`src/sv/cts_pkg.sv`:
```
// ----------------------------------------------------------------------------
// cts_pkg
// Shared types, constants, reciprocal table and microcode program for the
// cosine series block.
// ----------------------------------------------------------------------------
package cts_pkg;

  // fixed-point formats
  localparam int ANGLE_W  = 32;  // Q8.24 input
  localparam int COS_W    = 32;  // Q2.30 output
  localparam int CNT_W    = 5;   // term count register
  localparam int OPD_W    = 36;  // multiplier wide operand and term magnitude
  localparam int HALF_W   = OPD_W / 2;
  localparam int PROD_W   = OPD_W + HALF_W;
  localparam int ACC_W    = 2 * OPD_W;
  localparam int SUM_W    = 40;
  localparam int RCP_W    = 30;
  localparam int PC_W     = 5;

  localparam int MAX_TERMS = 20;

  localparam logic [CNT_W-1:0]   TERM_COUNT_RST = 5'd20;
  localparam logic [ANGLE_W-1:0] TWO_PI_Q24     = 32'd105414357;
  localparam logic [ANGLE_W-1:0] PI_Q24         = 32'd52707179;
  localparam logic [OPD_W-1:0]   ONE_Q30        = 36'd1073741824;
  localparam logic [ACC_W-1:0]   RND_Q30        = 72'd536870912;
  localparam logic signed [SUM_W-1:0] SAT_POS   = 40'sd1073741824;
  localparam logic signed [SUM_W-1:0] SAT_NEG   = -40'sd1073741824;

  // datapath operations
  localparam logic [3:0] OP_NOP  = 4'd0;
  localparam logic [3:0] OP_RED  = 4'd1;  // conditional subtract of 2*pi << shift
  localparam logic [3:0] OP_FOLD = 4'd2;  // fold magnitude above pi
  localparam logic [3:0] OP_MLO  = 4'd3;  // acc = a * b[low half] + rounding
  localparam logic [3:0] OP_MHI  = 4'd4;  // acc += a * b[high half] << half
  localparam logic [3:0] OP_LDX2 = 4'd5;  // latch x^2, init series
  localparam logic [3:0] OP_ADD  = 4'd6;  // add signed term into sum
  localparam logic [3:0] OP_LDT  = 4'd7;  // latch rounded product as term
  localparam logic [3:0] OP_DONE = 4'd8;  // deliver result

  // operand selects
  localparam logic       A_X    = 1'b0;
  localparam logic       A_TERM = 1'b1;
  localparam logic [1:0] B_X    = 2'd0;
  localparam logic [1:0] B_X2   = 2'd1;
  localparam logic [1:0] B_RCP  = 2'd2;

  // jump conditions
  localparam logic [1:0] JC_NONE = 2'd0;
  localparam logic [1:0] JC_ALW  = 2'd1;
  localparam logic [1:0] JC_ZERO = 2'd2;  // term count is zero
  localparam logic [1:0] JC_LAST = 2'd3;  // last term being added

  // program addresses
  localparam logic [PC_W-1:0] STEP_ADD  = 5'd9;
  localparam logic [PC_W-1:0] STEP_DONE = 5'd16;

  typedef struct packed {
    logic [3:0]      op;
    logic [2:0]      red_sh;
    logic            asel;
    logic [1:0]      bsel;
    logic            flip;
    logic [1:0]      jcond;
    logic [PC_W-1:0] jaddr;
  } ctrl_t;

  typedef struct packed {
    logic cnt_zero;
    logic last;
  } stat_t;

  function automatic ctrl_t cw(input logic [3:0] op, input logic [2:0] sh,
                               input logic asel, input logic [1:0] bsel,
                               input logic flip, input logic [1:0] jc,
                               input logic [PC_W-1:0] ja);
    ctrl_t c;
    c.op     = op;
    c.red_sh = sh;
    c.asel   = asel;
    c.bsel   = bsel;
    c.flip   = flip;
    c.jcond  = jc;
    c.jaddr  = ja;
    return c;
  endfunction

  localparam ctrl_t CW_NOP = '{op: OP_NOP, red_sh: 3'd0, asel: A_X, bsel: B_X,
                               flip: 1'b0, jcond: JC_NONE, jaddr: 5'd0};

  // microcode program
  function automatic ctrl_t ucode(input logic [PC_W-1:0] pc);
    ctrl_t c;
    unique case (pc)
      5'd0:  c = cw(OP_RED,  3'd4, A_X,    B_X,   1'b0, JC_NONE, 5'd0);
      5'd1:  c = cw(OP_RED,  3'd3, A_X,    B_X,   1'b0, JC_NONE, 5'd0);
      5'd2:  c = cw(OP_RED,  3'd2, A_X,    B_X,   1'b0, JC_NONE, 5'd0);
      5'd3:  c = cw(OP_RED,  3'd1, A_X,    B_X,   1'b0, JC_NONE, 5'd0);
      5'd4:  c = cw(OP_RED,  3'd0, A_X,    B_X,   1'b0, JC_NONE, 5'd0);
      5'd5:  c = cw(OP_FOLD, 3'd0, A_X,    B_X,   1'b0, JC_NONE, 5'd0);
      5'd6:  c = cw(OP_MLO,  3'd0, A_X,    B_X,   1'b0, JC_NONE, 5'd0);
      5'd7:  c = cw(OP_MHI,  3'd0, A_X,    B_X,   1'b0, JC_NONE, 5'd0);
      5'd8:  c = cw(OP_LDX2, 3'd0, A_X,    B_X,   1'b0, JC_ZERO, STEP_DONE);
      5'd9:  c = cw(OP_ADD,  3'd0, A_X,    B_X,   1'b0, JC_LAST, STEP_DONE);
      5'd10: c = cw(OP_MLO,  3'd0, A_TERM, B_X2,  1'b0, JC_NONE, 5'd0);
      5'd11: c = cw(OP_MHI,  3'd0, A_TERM, B_X2,  1'b0, JC_NONE, 5'd0);
      5'd12: c = cw(OP_LDT,  3'd0, A_X,    B_X,   1'b0, JC_NONE, 5'd0);
      5'd13: c = cw(OP_MLO,  3'd0, A_TERM, B_RCP, 1'b0, JC_NONE, 5'd0);
      5'd14: c = cw(OP_MHI,  3'd0, A_TERM, B_RCP, 1'b0, JC_NONE, 5'd0);
      5'd15: c = cw(OP_LDT,  3'd0, A_X,    B_X,   1'b1, JC_ALW,  STEP_ADD);
      5'd16: c = cw(OP_DONE, 3'd0, A_X,    B_X,   1'b0, JC_NONE, 5'd0);
      default: c = CW_NOP;
    endcase
    return c;
  endfunction

  // round(2^30 / ((2i+1)(2i+2)))
  function automatic logic [RCP_W-1:0] rcp(input logic [CNT_W-1:0] i);
    logic [RCP_W-1:0] r;
    unique case (i)
      5'd0:  r = 30'd536870912;
      5'd1:  r = 30'd89478485;
      5'd2:  r = 30'd35791394;
      5'd3:  r = 30'd19173961;
      5'd4:  r = 30'd11930465;
      5'd5:  r = 30'd8134408;
      5'd6:  r = 30'd5899680;
      5'd7:  r = 30'd4473924;
      5'd8:  r = 30'd3508960;
      5'd9:  r = 30'd2825636;
      5'd10: r = 30'd2324117;
      5'd11: r = 30'd1945184;
      5'd12: r = 30'd1651910;
      5'd13: r = 30'd1420293;
      5'd14: r = 30'd1234186;
      5'd15: r = 30'd1082401;
      5'd16: r = 30'd956989;
      5'd17: r = 30'd852176;
      5'd18: r = 30'd763686;
      default: r = 30'd0;
    endcase
    return r;
  endfunction

endpackage

```
`src/sv/cts_datapath.sv`:
```
// ----------------------------------------------------------------------------
// cts_datapath
// Range reduction, shared multiply-accumulate and series sum, driven one
// control word per cycle by the sequencer.
// ----------------------------------------------------------------------------
module cts_datapath
  import cts_pkg::*;
(
  input  logic                       clk,
  input  logic                       rst_n,
  input  logic                       load,
  input  logic signed [ANGLE_W-1:0]  angle,
  input  logic        [CNT_W-1:0]    term_count,
  input  ctrl_t                      ctrl,
  output stat_t                      stat,
  output logic signed [COS_W-1:0]    result
);

  logic [ANGLE_W-1:0]       m_r,     m_nxt;
  logic [OPD_W-1:0]         x2_r,    x2_nxt;
  logic [OPD_W-1:0]         term_r,  term_nxt;
  logic [ACC_W-1:0]         acc_r,   acc_nxt;
  logic signed [SUM_W-1:0]  sum_r,   sum_nxt;
  logic [CNT_W-1:0]         k_r,     k_nxt;
  logic [CNT_W-1:0]         count_r, count_nxt;
  logic                     neg_r,   neg_nxt;

  logic [ANGLE_W-1:0] red_sub;
  logic [ANGLE_W-1:0] xq;
  logic [OPD_W-1:0]   a_op;
  logic [OPD_W-1:0]   b_op;
  logic [HALF_W-1:0]  b_half;
  logic [PROD_W-1:0]  prod;
  logic [OPD_W-1:0]   rnd_q;
  logic signed [SUM_W-1:0] term_s;

  // operand selection and the shared multiplier
  assign red_sub = ANGLE_W'(TWO_PI_Q24 << ctrl.red_sh);
  assign xq      = {m_r[25:0], 6'b0};
  assign rnd_q   = acc_r[OPD_W+29:30];
  assign term_s  = $signed({{(SUM_W-OPD_W){1'b0}}, term_r});

  always_comb begin
    a_op = (ctrl.asel == A_TERM) ? term_r : {{(OPD_W-ANGLE_W){1'b0}}, xq};
    unique case (ctrl.bsel)
      B_X2:    b_op = x2_r;
      B_RCP:   b_op = {{(OPD_W-RCP_W){1'b0}}, rcp(CNT_W'(k_r - 5'd1))};
      default: b_op = {{(OPD_W-ANGLE_W){1'b0}}, xq};
    endcase
    b_half = (ctrl.op == OP_MHI) ? b_op[OPD_W-1:HALF_W] : b_op[HALF_W-1:0];
    prod   = PROD_W'(a_op * b_half);
  end

  // next-state per operation
  always_comb begin
    m_nxt     = m_r;
    x2_nxt    = x2_r;
    term_nxt  = term_r;
    acc_nxt   = acc_r;
    sum_nxt   = sum_r;
    k_nxt     = k_r;
    count_nxt = count_r;
    neg_nxt   = neg_r;
    if (load) begin
      m_nxt     = angle[ANGLE_W-1] ? (~angle + 32'd1) : angle;
      count_nxt = (term_count > CNT_W'(MAX_TERMS)) ? CNT_W'(MAX_TERMS) : term_count;
    end else begin
      unique case (ctrl.op)
        OP_RED: begin
          if (m_r >= red_sub) m_nxt = m_r - red_sub;
        end
        OP_FOLD: begin
          if (m_r > PI_Q24) m_nxt = TWO_PI_Q24 - m_r;
        end
        OP_MLO: begin
          acc_nxt = {{(ACC_W-PROD_W){1'b0}}, prod} + RND_Q30;
        end
        OP_MHI: begin
          acc_nxt = acc_r + {prod, {HALF_W{1'b0}}};
        end
        OP_LDX2: begin
          x2_nxt   = rnd_q;
          term_nxt = ONE_Q30;
          sum_nxt  = '0;
          k_nxt    = '0;
          neg_nxt  = 1'b0;
        end
        OP_ADD: begin
          sum_nxt = neg_r ? (sum_r - term_s) : (sum_r + term_s);
          k_nxt   = CNT_W'(k_r + 5'd1);
        end
        OP_LDT: begin
          term_nxt = rnd_q;
          if (ctrl.flip) neg_nxt = ~neg_r;
        end
        default: begin
        end
      endcase
    end
  end

  // control registers
  always_ff @(posedge clk) begin
    if (!rst_n) begin
      k_r     <= '0;
      neg_r   <= 1'b0;
      count_r <= '0;
    end else begin
      k_r     <= k_nxt;
      neg_r   <= neg_nxt;
      count_r <= count_nxt;
    end
  end

  // payload registers
  always_ff @(posedge clk) begin
    m_r    <= m_nxt;
    x2_r   <= x2_nxt;
    term_r <= term_nxt;
    acc_r  <= acc_nxt;
    sum_r  <= sum_nxt;
  end

  // status back to the sequencer
  assign stat.cnt_zero = (count_r == '0);
  assign stat.last     = (CNT_W'(k_r + 5'd1) == count_r);

  // saturate to plus or minus one
  always_comb begin
    if (sum_r > SAT_POS)      result = SAT_POS[COS_W-1:0];
    else if (sum_r < SAT_NEG) result = SAT_NEG[COS_W-1:0];
    else                      result = sum_r[COS_W-1:0];
  end

endmodule

```
`src/sv/cosine_taylor_series.sv`:
```
// ----------------------------------------------------------------------------
// cosine_taylor_series
// Cosine of a Q8.24 angle by a Taylor series, microcoded over one shared
// multiplier; Q2.30 result saturated to plus or minus one.
// ----------------------------------------------------------------------------
// Usage:
//   Drive in_angle and pulse start while busy is low; the item is taken at
//   that edge and busy stays high until the result is delivered.
//   out_valid is high for exactly one cycle with out_cosine; the receiver
//   cannot stall, so the result must be captured in that cycle.
//   cfg_valid/cfg_data write term_count (ready is always high); write it only
//   while busy is low. Counts above twenty act as twenty.
// Sequence:
//   range reduction and squaring, then an add step per added term and
//   the work on the shared 36x18 multiplier per computed term (two passes
//   per multiply, two multiplies per term), then a done step that saturates
//   and registers the result; a term count of zero skips the series.
//   One item at a time: a new start is taken from the cycle out_valid rises.
// Reset:
//   synchronous rst_n clears the sequencer and sets term_count to twenty.
// ----------------------------------------------------------------------------
module cosine_taylor_series
  import cts_pkg::*;
(
  input  logic                      clk,
  input  logic                      rst_n,
  input  logic                      start,
  output logic                      busy,
  input  logic signed [ANGLE_W-1:0] in_angle,
  output logic                      out_valid,
  output logic signed [COS_W-1:0]   out_cosine,
  input  logic                      cfg_valid,
  output logic                      cfg_ready,
  input  logic [CNT_W-1:0]          cfg_data
);

  logic                     busy_r,       busy_nxt;
  logic [PC_W-1:0]          pc_r,         pc_nxt;
  logic [CNT_W-1:0]         term_count_r, term_count_nxt;
  logic                     out_valid_r,  out_valid_nxt;
  logic signed [COS_W-1:0]  out_cosine_r;

  logic                     accept;
  ctrl_t                    cw_cur;
  ctrl_t                    ctrl;
  stat_t                    stat;
  logic signed [COS_W-1:0]  result;
  logic                     take_jump;

  assign accept    = start && !busy_r;
  assign cfg_ready = 1'b1;

  // config register
  assign term_count_nxt = (cfg_valid && cfg_ready) ? cfg_data : term_count_r;

  // control store fetch
  assign cw_cur = ucode(pc_r);
  assign ctrl   = busy_r ? cw_cur : CW_NOP;

  // sequencer
  always_comb begin
    unique case (cw_cur.jcond)
      JC_ALW:  take_jump = 1'b1;
      JC_ZERO: take_jump = stat.cnt_zero;
      JC_LAST: take_jump = stat.last;
      default: take_jump = 1'b0;
    endcase
    busy_nxt      = busy_r;
    pc_nxt        = pc_r;
    out_valid_nxt = 1'b0;
    if (accept) begin
      busy_nxt = 1'b1;
      pc_nxt   = '0;
    end else if (busy_r) begin
      pc_nxt = take_jump ? cw_cur.jaddr : PC_W'(pc_r + 5'd1);
      if (cw_cur.op == OP_DONE) begin
        busy_nxt      = 1'b0;
        out_valid_nxt = 1'b1;
        pc_nxt        = '0;
      end
    end
  end

  always_ff @(posedge clk) begin
    if (!rst_n) begin
      busy_r       <= 1'b0;
      pc_r         <= '0;
      out_valid_r  <= 1'b0;
      term_count_r <= TERM_COUNT_RST;
    end else begin
      busy_r       <= busy_nxt;
      pc_r         <= pc_nxt;
      out_valid_r  <= out_valid_nxt;
      term_count_r <= term_count_nxt;
    end
  end

  // result register
  always_ff @(posedge clk) begin
    if (busy_r && cw_cur.op == OP_DONE) out_cosine_r <= result;
  end

  cts_datapath u_dp (
    .clk        (clk),
    .rst_n      (rst_n),
    .load       (accept),
    .angle      (in_angle),
    .term_count (term_count_r),
    .ctrl       (ctrl),
    .stat       (stat),
    .result     (result)
  );

  assign busy       = busy_r;
  assign out_valid  = out_valid_r;
  assign out_cosine = out_cosine_r;

  // checks
  a_pc_range: assert property (@(posedge clk) disable iff (!rst_n)
    busy_r |-> (pc_r <= STEP_DONE))
    else $error("program counter past the last step");

  a_start_busy: assert property (@(posedge clk) disable iff (!rst_n)
    accept |=> (busy_r && pc_r == '0))
    else $error("accepted item did not start the program");

  a_out_from_done: assert property (@(posedge clk) disable iff (!rst_n)
    out_valid_r |-> ($past(busy_r) && $past(pc_r) == STEP_DONE && !busy_r))
    else $error("result strobe without a finished program");

  a_out_sat: assert property (@(posedge clk) disable iff (!rst_n)
    out_valid_r |-> (out_cosine_r <= 32'sd1073741824 &&
                     out_cosine_r >= -32'sd1073741824))
    else $error("result outside plus or minus one");

endmodule

```
`config.mk`:
```
export PLATFORM = sky130hd
export DESIGN_NAME = cosine_taylor_series
export DESIGN_NICKNAME = d
export VERILOG_FILES = /design/src/sv/cts_pkg.sv /design/src/sv/cts_datapath.sv /design/src/sv/cosine_taylor_series.sv
export SDC_FILE = /design/constraint.sdc
export NUM_CORES = 2
export LEC_CHECK = 0
export ABC_CLOCK_PERIOD_IN_PS = 15350
export BUFFER_PORTS_ARGS = -buffer_cell sky130_fd_sc_hd__buf_2
export CAP_MARGIN = 20
export CORE_MARGIN = 2
export CORE_UTILIZATION = 66
export CTS_CLUSTER_SIZE = 28
export DETAILED_ROUTE_END_ITERATION = 10
export PLACE_DENSITY = 0.86
export SLEW_MARGIN = 25
export SYNTH_ARGS = -nofsm -noshare
export SYNTH_HDL_FRONTEND = slang
export SYNTH_SLANG_ARGS = --single-unit
```
`constraint.sdc`:
```
create_clock -name clk -period 15.35 [get_ports clk]
set_clock_uncertainty 0.15 [all_clocks]
set_input_delay 3.07 -clock clk [delete_from_list [all_inputs] [get_ports clk]]
set_output_delay 3.07 -clock clk [all_outputs]
set_load 0.02 [all_outputs]
```
* Word-level counts from Yosys, hierarchy flattened
Memories as Yosys holds them, arrays and structs flattened. A register that Yosys moved wholly into a read port is not among the register bits. Index checks and enable logic that the tools add are counted.
Storage, ports and cells: output and inout bits 35, input port bits 41, memory bits (read-only) 1408, bits in registers 271, logic and storage cells 99, memories 2
Memories:
- (no name shown) | words 32, bits a word 28, rd ports 1, clocked after memory_dff 0, write ports 0, RTL line cts_pkg.sv:120 | unique case (i)
- (no name shown) | words 32, bits a word 16, rd ports 1, clocked after memory_dff 1, write ports 0, RTL line cts_pkg.sv:94 | unique case (pc)
Cells by class: multipliers 1, mux-type cells 27, reductions and logical operators 17, equal/unequal tests 17, bitwise operators 5, add/subtract/negate cells 10, shift-type cells 1, $lt $le $gt $ge 5
Operators with widths (number):
- 32-bit two-way mux | 5
- 36-bit case mux with 2 select lines | 2
- 72-bit case mux with 2 select lines | 1
- 40-bit case mux with 2 select lines | 1
- 72-bit adder | 1
- 32-bit case mux with 2 select lines | 1
- 54-bit by 30-bit adder with 55-bit output (second input constant) | 1
- 36-bit by 18-bit multiplier with 54-bit output | 1
- 40-bit by 37-bit adder with 40-bit output | 1
- 40-bit by 32-bit greater-than comparator with 1-bit output (second input constant) | 1
- 40-bit by 31-bit less-than comparator with 1-bit output (second input constant) | 1
- 40-bit two-way mux | 1
- 40-bit by 37-bit subtractor with 40-bit output | 1
- 18-bit two-way mux | 2
- 36-bit two-way mux | 1
- 32-bit by 1-bit adder with 32-bit output (second input constant) | 1
- 32-bit >= comparator | 1
- 32-bit by 26-bit greater-than comparator with 1-bit output (second input constant) | 1
- 32-bit NOT | 1
- 27-bit by 3-bit << shifter with 32-bit output (first input constant) | 1
- 27-bit by 32-bit subtractor with 32-bit output (first input constant) | 1
- 32-bit subtractor | 1
- 5-bit two-way mux | 5
- 4-bit by 3-bit == test with 1-bit output (second input constant) | 4
- 25 further kinds | 46

* Depth between registers and ports, before layout
word-level depth 7, depth in mapped cells 50, depth with buffers taken out 47

* Hierarchy
A second synthesis with hierarchy kept.
Unflattened totals: cells, all modules 4827, area, all modules 41471.0 µm²
By module, submodules not included:
- cts_datapath | cells an instance 4656, seq. area each 5985.7 µm², times used 1, area an instance 39257.7 µm²
- cosine_taylor_series | cells an instance 171, seq. area each 1461.4 µm², times used 1, area an instance 2213.4 µm²

* Worst setup path after synthesis
Ideal clock, no wire load.
kind register to register, from reg u_dp.k_r[0], to reg u_dp.acc_r[59], data pin, clock period less this slack 10.920 ns, setup slack 4.430 ns, data required time 14.934 ns, buffers on the path 4, arrival time 10.504 ns, stages on the path, launching flop included 49, library setup time 0.266 ns, cells stage by stage dfxtp_1 > clkbuf_1 > inv_1 > ha_1 > inv_1 > ha_1 > clkbuf_1 > clkbuf_1 > nand2_1 > nor2_1 > nor2_1 > a21oi_1 > o211ai_1 > o21ai_0 > nand2_1 > a221oi_1 > clkbuf_1 > nand2_1 > [13 not listed] > nor2_1 > and3b_1 > or3_1 > a21oi_1 > o21ai_0 > a21boi_0 > xnor2_1 > ha_1 > inv_1 > o21ai_0 > a21oi_1 > o21ai_0 > a221o_1 > a31oi_1 > o21bai_1 > a41oi_1 > xor2_1 > nor2_1
Between the ends: longest elaborated chain between the ends 7
Ends and longest elaborated chain:
- start, declared | RTL line cts_datapath.sv:24 | logic [CNT_W-1:0] k_r, k_nxt;
- start signal, assigned | RTL line cts_datapath.sv:109 | k_r <= k_nxt;
- 5-bit by 1-bit subtractor with 5-bit output | RTL line cts_datapath.sv:47 | B_RCP: b_op = {{(OPD_W-RCP_W){1'b0}}, rcp(CNT_W'(k_r - 5'd1))};
- memory read 32 x 28 bit
- 36-bit case mux with 2 select lines | RTL line cts_datapath.sv:45 | unique case (ctrl.bsel)
- 18-bit two-way mux | RTL line cts_datapath.sv:50 | b_half = (ctrl.op == OP_MHI) ? b_op[OPD_W-1:HALF_W] : b_op[HALF_W-1:0];
- 36-bit by 18-bit multiplier with 54-bit output | RTL line cts_datapath.sv:51 | prod = PROD_W'(a_op * b_half);
- 72-bit adder | RTL line cts_datapath.sv:79 | acc_nxt = acc_r + {prod, {HALF_W{1'b0}}};
- 72-bit case mux with 2 select lines | RTL line cts_datapath.sv:68 | unique case (ctrl.op)
- end signal, assigned | RTL line cts_datapath.sv:120 | acc_r <= acc_nxt;
- end, declared | RTL line cts_datapath.sv:22 | logic [ACC_W-1:0] acc_r, acc_nxt;
Every way passes these cells. A chain may end at the register's enable or synchronous reset.

* Worst setup path after layout
Ends and elaborated chain as after synthesis.

==> metrics <==
status=finished clean; final std cells w/o fill=5696; Setup Crit Path Kind=reg -> reg; CTS root buffer=clkbuf_16; Req. time, crit path=15.56 ns; synthesis warning total=0; Post-Syn Nets=5745; post-synthesis register bit count=260; Max Transition Viols Final=0; distinct cell type count after synthesis=94; CTS resizes=0; H-tree Lvls=1; worst hold path type=reg -> reg; Die Area=0.06442 mm²; vias in the first global route=35523; Worst path max stage delay=0.85 ns; Starting Density=66.74%; r2r setup slk=2.30 ns; first-pass GRT wire length=204200 µm; clk_lat worst skew=0.62 ns; min-delay src=term_count_r[2]; synthesized area=0.04119 mm²; CP endpoint kind=flop; startpoint types=flop; Congestion Overflow GR=0; ys async rst share=0%; Register-to-Register Path Depth=40; clock sinks=260; port buffer count=74; post-synth top area share=26.59%; Hold Path Sink=u_dp.count_r[2]; # IOs=76; Hold Violations, Final=0; GP Congestion=1.022; period utilization=85.00%; Setup WS post-layout=2.302 ns; Worst Path Max Fanout=30; top cells by count, synth=718 x inv_1, 702 x nand2_1, 547 x fa_1; Nets=5694; Post-synth EDFFs=224; xor-xnor portion of the synthesized cell area=5.611%; final instance area=0.04355 mm²; Main synth FF type=edfxtp_1; Slowest-stage cell, CP=dfxtp_1; post-DR wirelength/cell=23.27 µm; main combinational cell family by area after synthesis=adder cells; Placement Cell Area=0.04246 mm²; Setup Buffers After CTS=0; cell mode on critical path=inv_1; main area contributors after synthesis=fa_1 27%, edfxtp_1 16%, ha_1 8.4%; setup TNS=0 ns; RSZ-0062 raised after global routing=no; Max Cap Viol=0; post-synthesis cell count=4882; Synth Area in Compound Gates=13.36%; Clock Path Buffers=3; row count=91; area leader, netlist=fa_1; vias=36332; fmax=0.07664 GHz; TritonCTS buffer count=30; largest net degree at the start of global routing=66; all-layer global routing usage=41.71%; Hold Crit Depth=2; Final Setup Violations=0; Worst EP arrival=13.26 ns; Setup Slack @ Placement=2.643 ns; FF-to-FF End=u_dp.acc_r[59]; syn_area_per_cell=8.437 µm²; post-synthesis simple-gate area fraction=18.39%; First DRT Iteration DRCs=4518; DR vias/cell=6.379; initial antenna violation count=5; reg-to-reg critical path startpoint=u_dp.k_r[0]; 1st-pass router iterations=6; sequential fraction of the synthesis area=18.08%; Worst-Margin Slew=1.191 ns; TritonCTS clock tree=yes; die span in y=253.8 µm; Slew HR=18.36%; most frequent cell after synthesis=inv_1; Clock Pin Slew Worst Setup and Hold Paths=0.06 ns; # hold bufs at CTS=0; Area growth syn-to-layout=5.723%; # placed instances=5635; proportion of synthesized area in mux cells=1.015%; final antenna-violating net count=0; # DRC=0; Post-Synth Adder-Cell Area=34.94%; final wirelength=132500 µm; share of cells above drive strength 1=5.398%; post-DP HPWL=103700 µm; Horiz. Die Dim=253.8 µm; min Tclk post-route=13.05 ns; CORE AREA=0.06171 mm²
-- flip-flops by register name, summed over array words and instances (netlist names) --
register,cells
pc_r,5
u_dp.neg_r,1
u_dp.term_r,36
u_dp.k_r,5
u_dp.sum_r,40
out_cosine,32
u_dp.x2_r,36
term_count_r,5
out_valid,1
u_dp.m_r,32
cw_cur,13
busy,1
u_dp.count_r,5
u_dp.acc_r,48
-- stage by stage --
step           hold WS (ns)  utilization (%)
5_1_grt              0.3653            70.55
3_3_place_gp         0.3142            68.70
4_1_cts              0.3418            70.45
6_report             0.3387            70.56
3_5_place_dp         0.3336            68.80
2_1_floorplan        0.2912                -
-- worst max-delay path by stage --
stage	to	startpoint	slack, ns	depth (start not counted)
floorplan	u_dp.acc_r[59]	u_dp.k_r[0]	4.43	48
global placement	u_dp.acc_r[59]	u_dp.k_r[0]	2.87	41
detailed placement	u_dp.acc_r[59]	u_dp.k_r[0]	2.64	40
CTS	u_dp.acc_r[59]	u_dp.k_r[0]	2.56	40
global route	u_dp.acc_r[59]	u_dp.k_r[0]	1.52	40
finish	u_dp.acc_r[59]	u_dp.k_r[0]	2.30	40
-- layout by cell type, fill, tap and decap left out, types with 9 or more instances in the layout --
| cell type | instances |
|---|---|
| inv_1 | 718 |
| a31oi_1 | 28 |
| a21boi_0 | 16 |
| nor4_1 | 29 |
| nor2b_1 | 58 |
| nor3_1 | 73 |
| xor2_1 | 97 |
| a21oi_1 | 246 |
| o31ai_1 | 20 |
| a211o_1 | 11 |
| buf_2 | 74 |
| and2_1 | 79 |
| nor2_1 | 503 |
| nand3_1 | 58 |
| o21ai_1 | 19 |
| buf_4 | 63 |
| ha_1 | 275 |
| o21ai_0 | 175 |
| edfxtp_1 | 224 |
| mux2i_1 | 29 |
| a211oi_1 | 45 |
| fa_1 | 547 |
| o21bai_1 | 23 |
| o21a_1 | 29 |
| xnor2_1 | 165 |
| o41ai_1 | 9 |
| dfxtp_1 | 36 |
| or3_1 | 23 |
| o211ai_1 | 32 |
| or2_2 | 12 |
| nand2b_1 | 30 |
| clkbuf_16 | 30 |
| a21o_1 | 91 |
| and3_1 | 27 |
| nand2_1 | 702 |
| nand4_1 | 42 |
-- logic make-up (layout without fill, tap and decap cells) --
logic type,count (synthesis),in the layout
XOR/XNOR,263,263
buffers and inverters,940,912
multiplexers,39,39
other,1,6
AO/OA/AOI/OAI,861,861
AND/OR/NAND/NOR,1696,1696
adder cells (fa/ha/maj),822,822
flip-flops,260,260
-- critical path: cells and delay by family, from the launching register on --
family,cells,cell delay (ns)
AND/OR/NAND/NOR,7,1.19
AO/OA/AOI/OAI,14,4.43
XOR/XNOR,2,0.43
flip-flops,1,0.85
adder cells (fa/ha/maj),10,4.96
buffers and inverters,7,0.74
-- routing by layer --
layer	track usage (%)	vias up	wire (µm)
li1	-	15870	-
met1	55.70	17526	49520
met2	60.07	2433	55280
met3	14.44	501	19080
met4	21.36	2	8530
met5	1.313	-	112
-- cell type report --
type | count | area, µm²
diodes | 5 | 12.51
clock inverters | 21 | 255.2
clock buffers | 34 | 765.7
inverters | 718 | 2695
well taps | 837 | 1047
multi-input cells | 3682 | 30420
flip-flops and latches | 260 | 7447
repair buffers | 139 | 898.4
fillers | 4831 | 18170
Power is left out: the tool's default activity adds up to more than one toggle a clock period on the data nets, which glitch-free logic cannot reach.
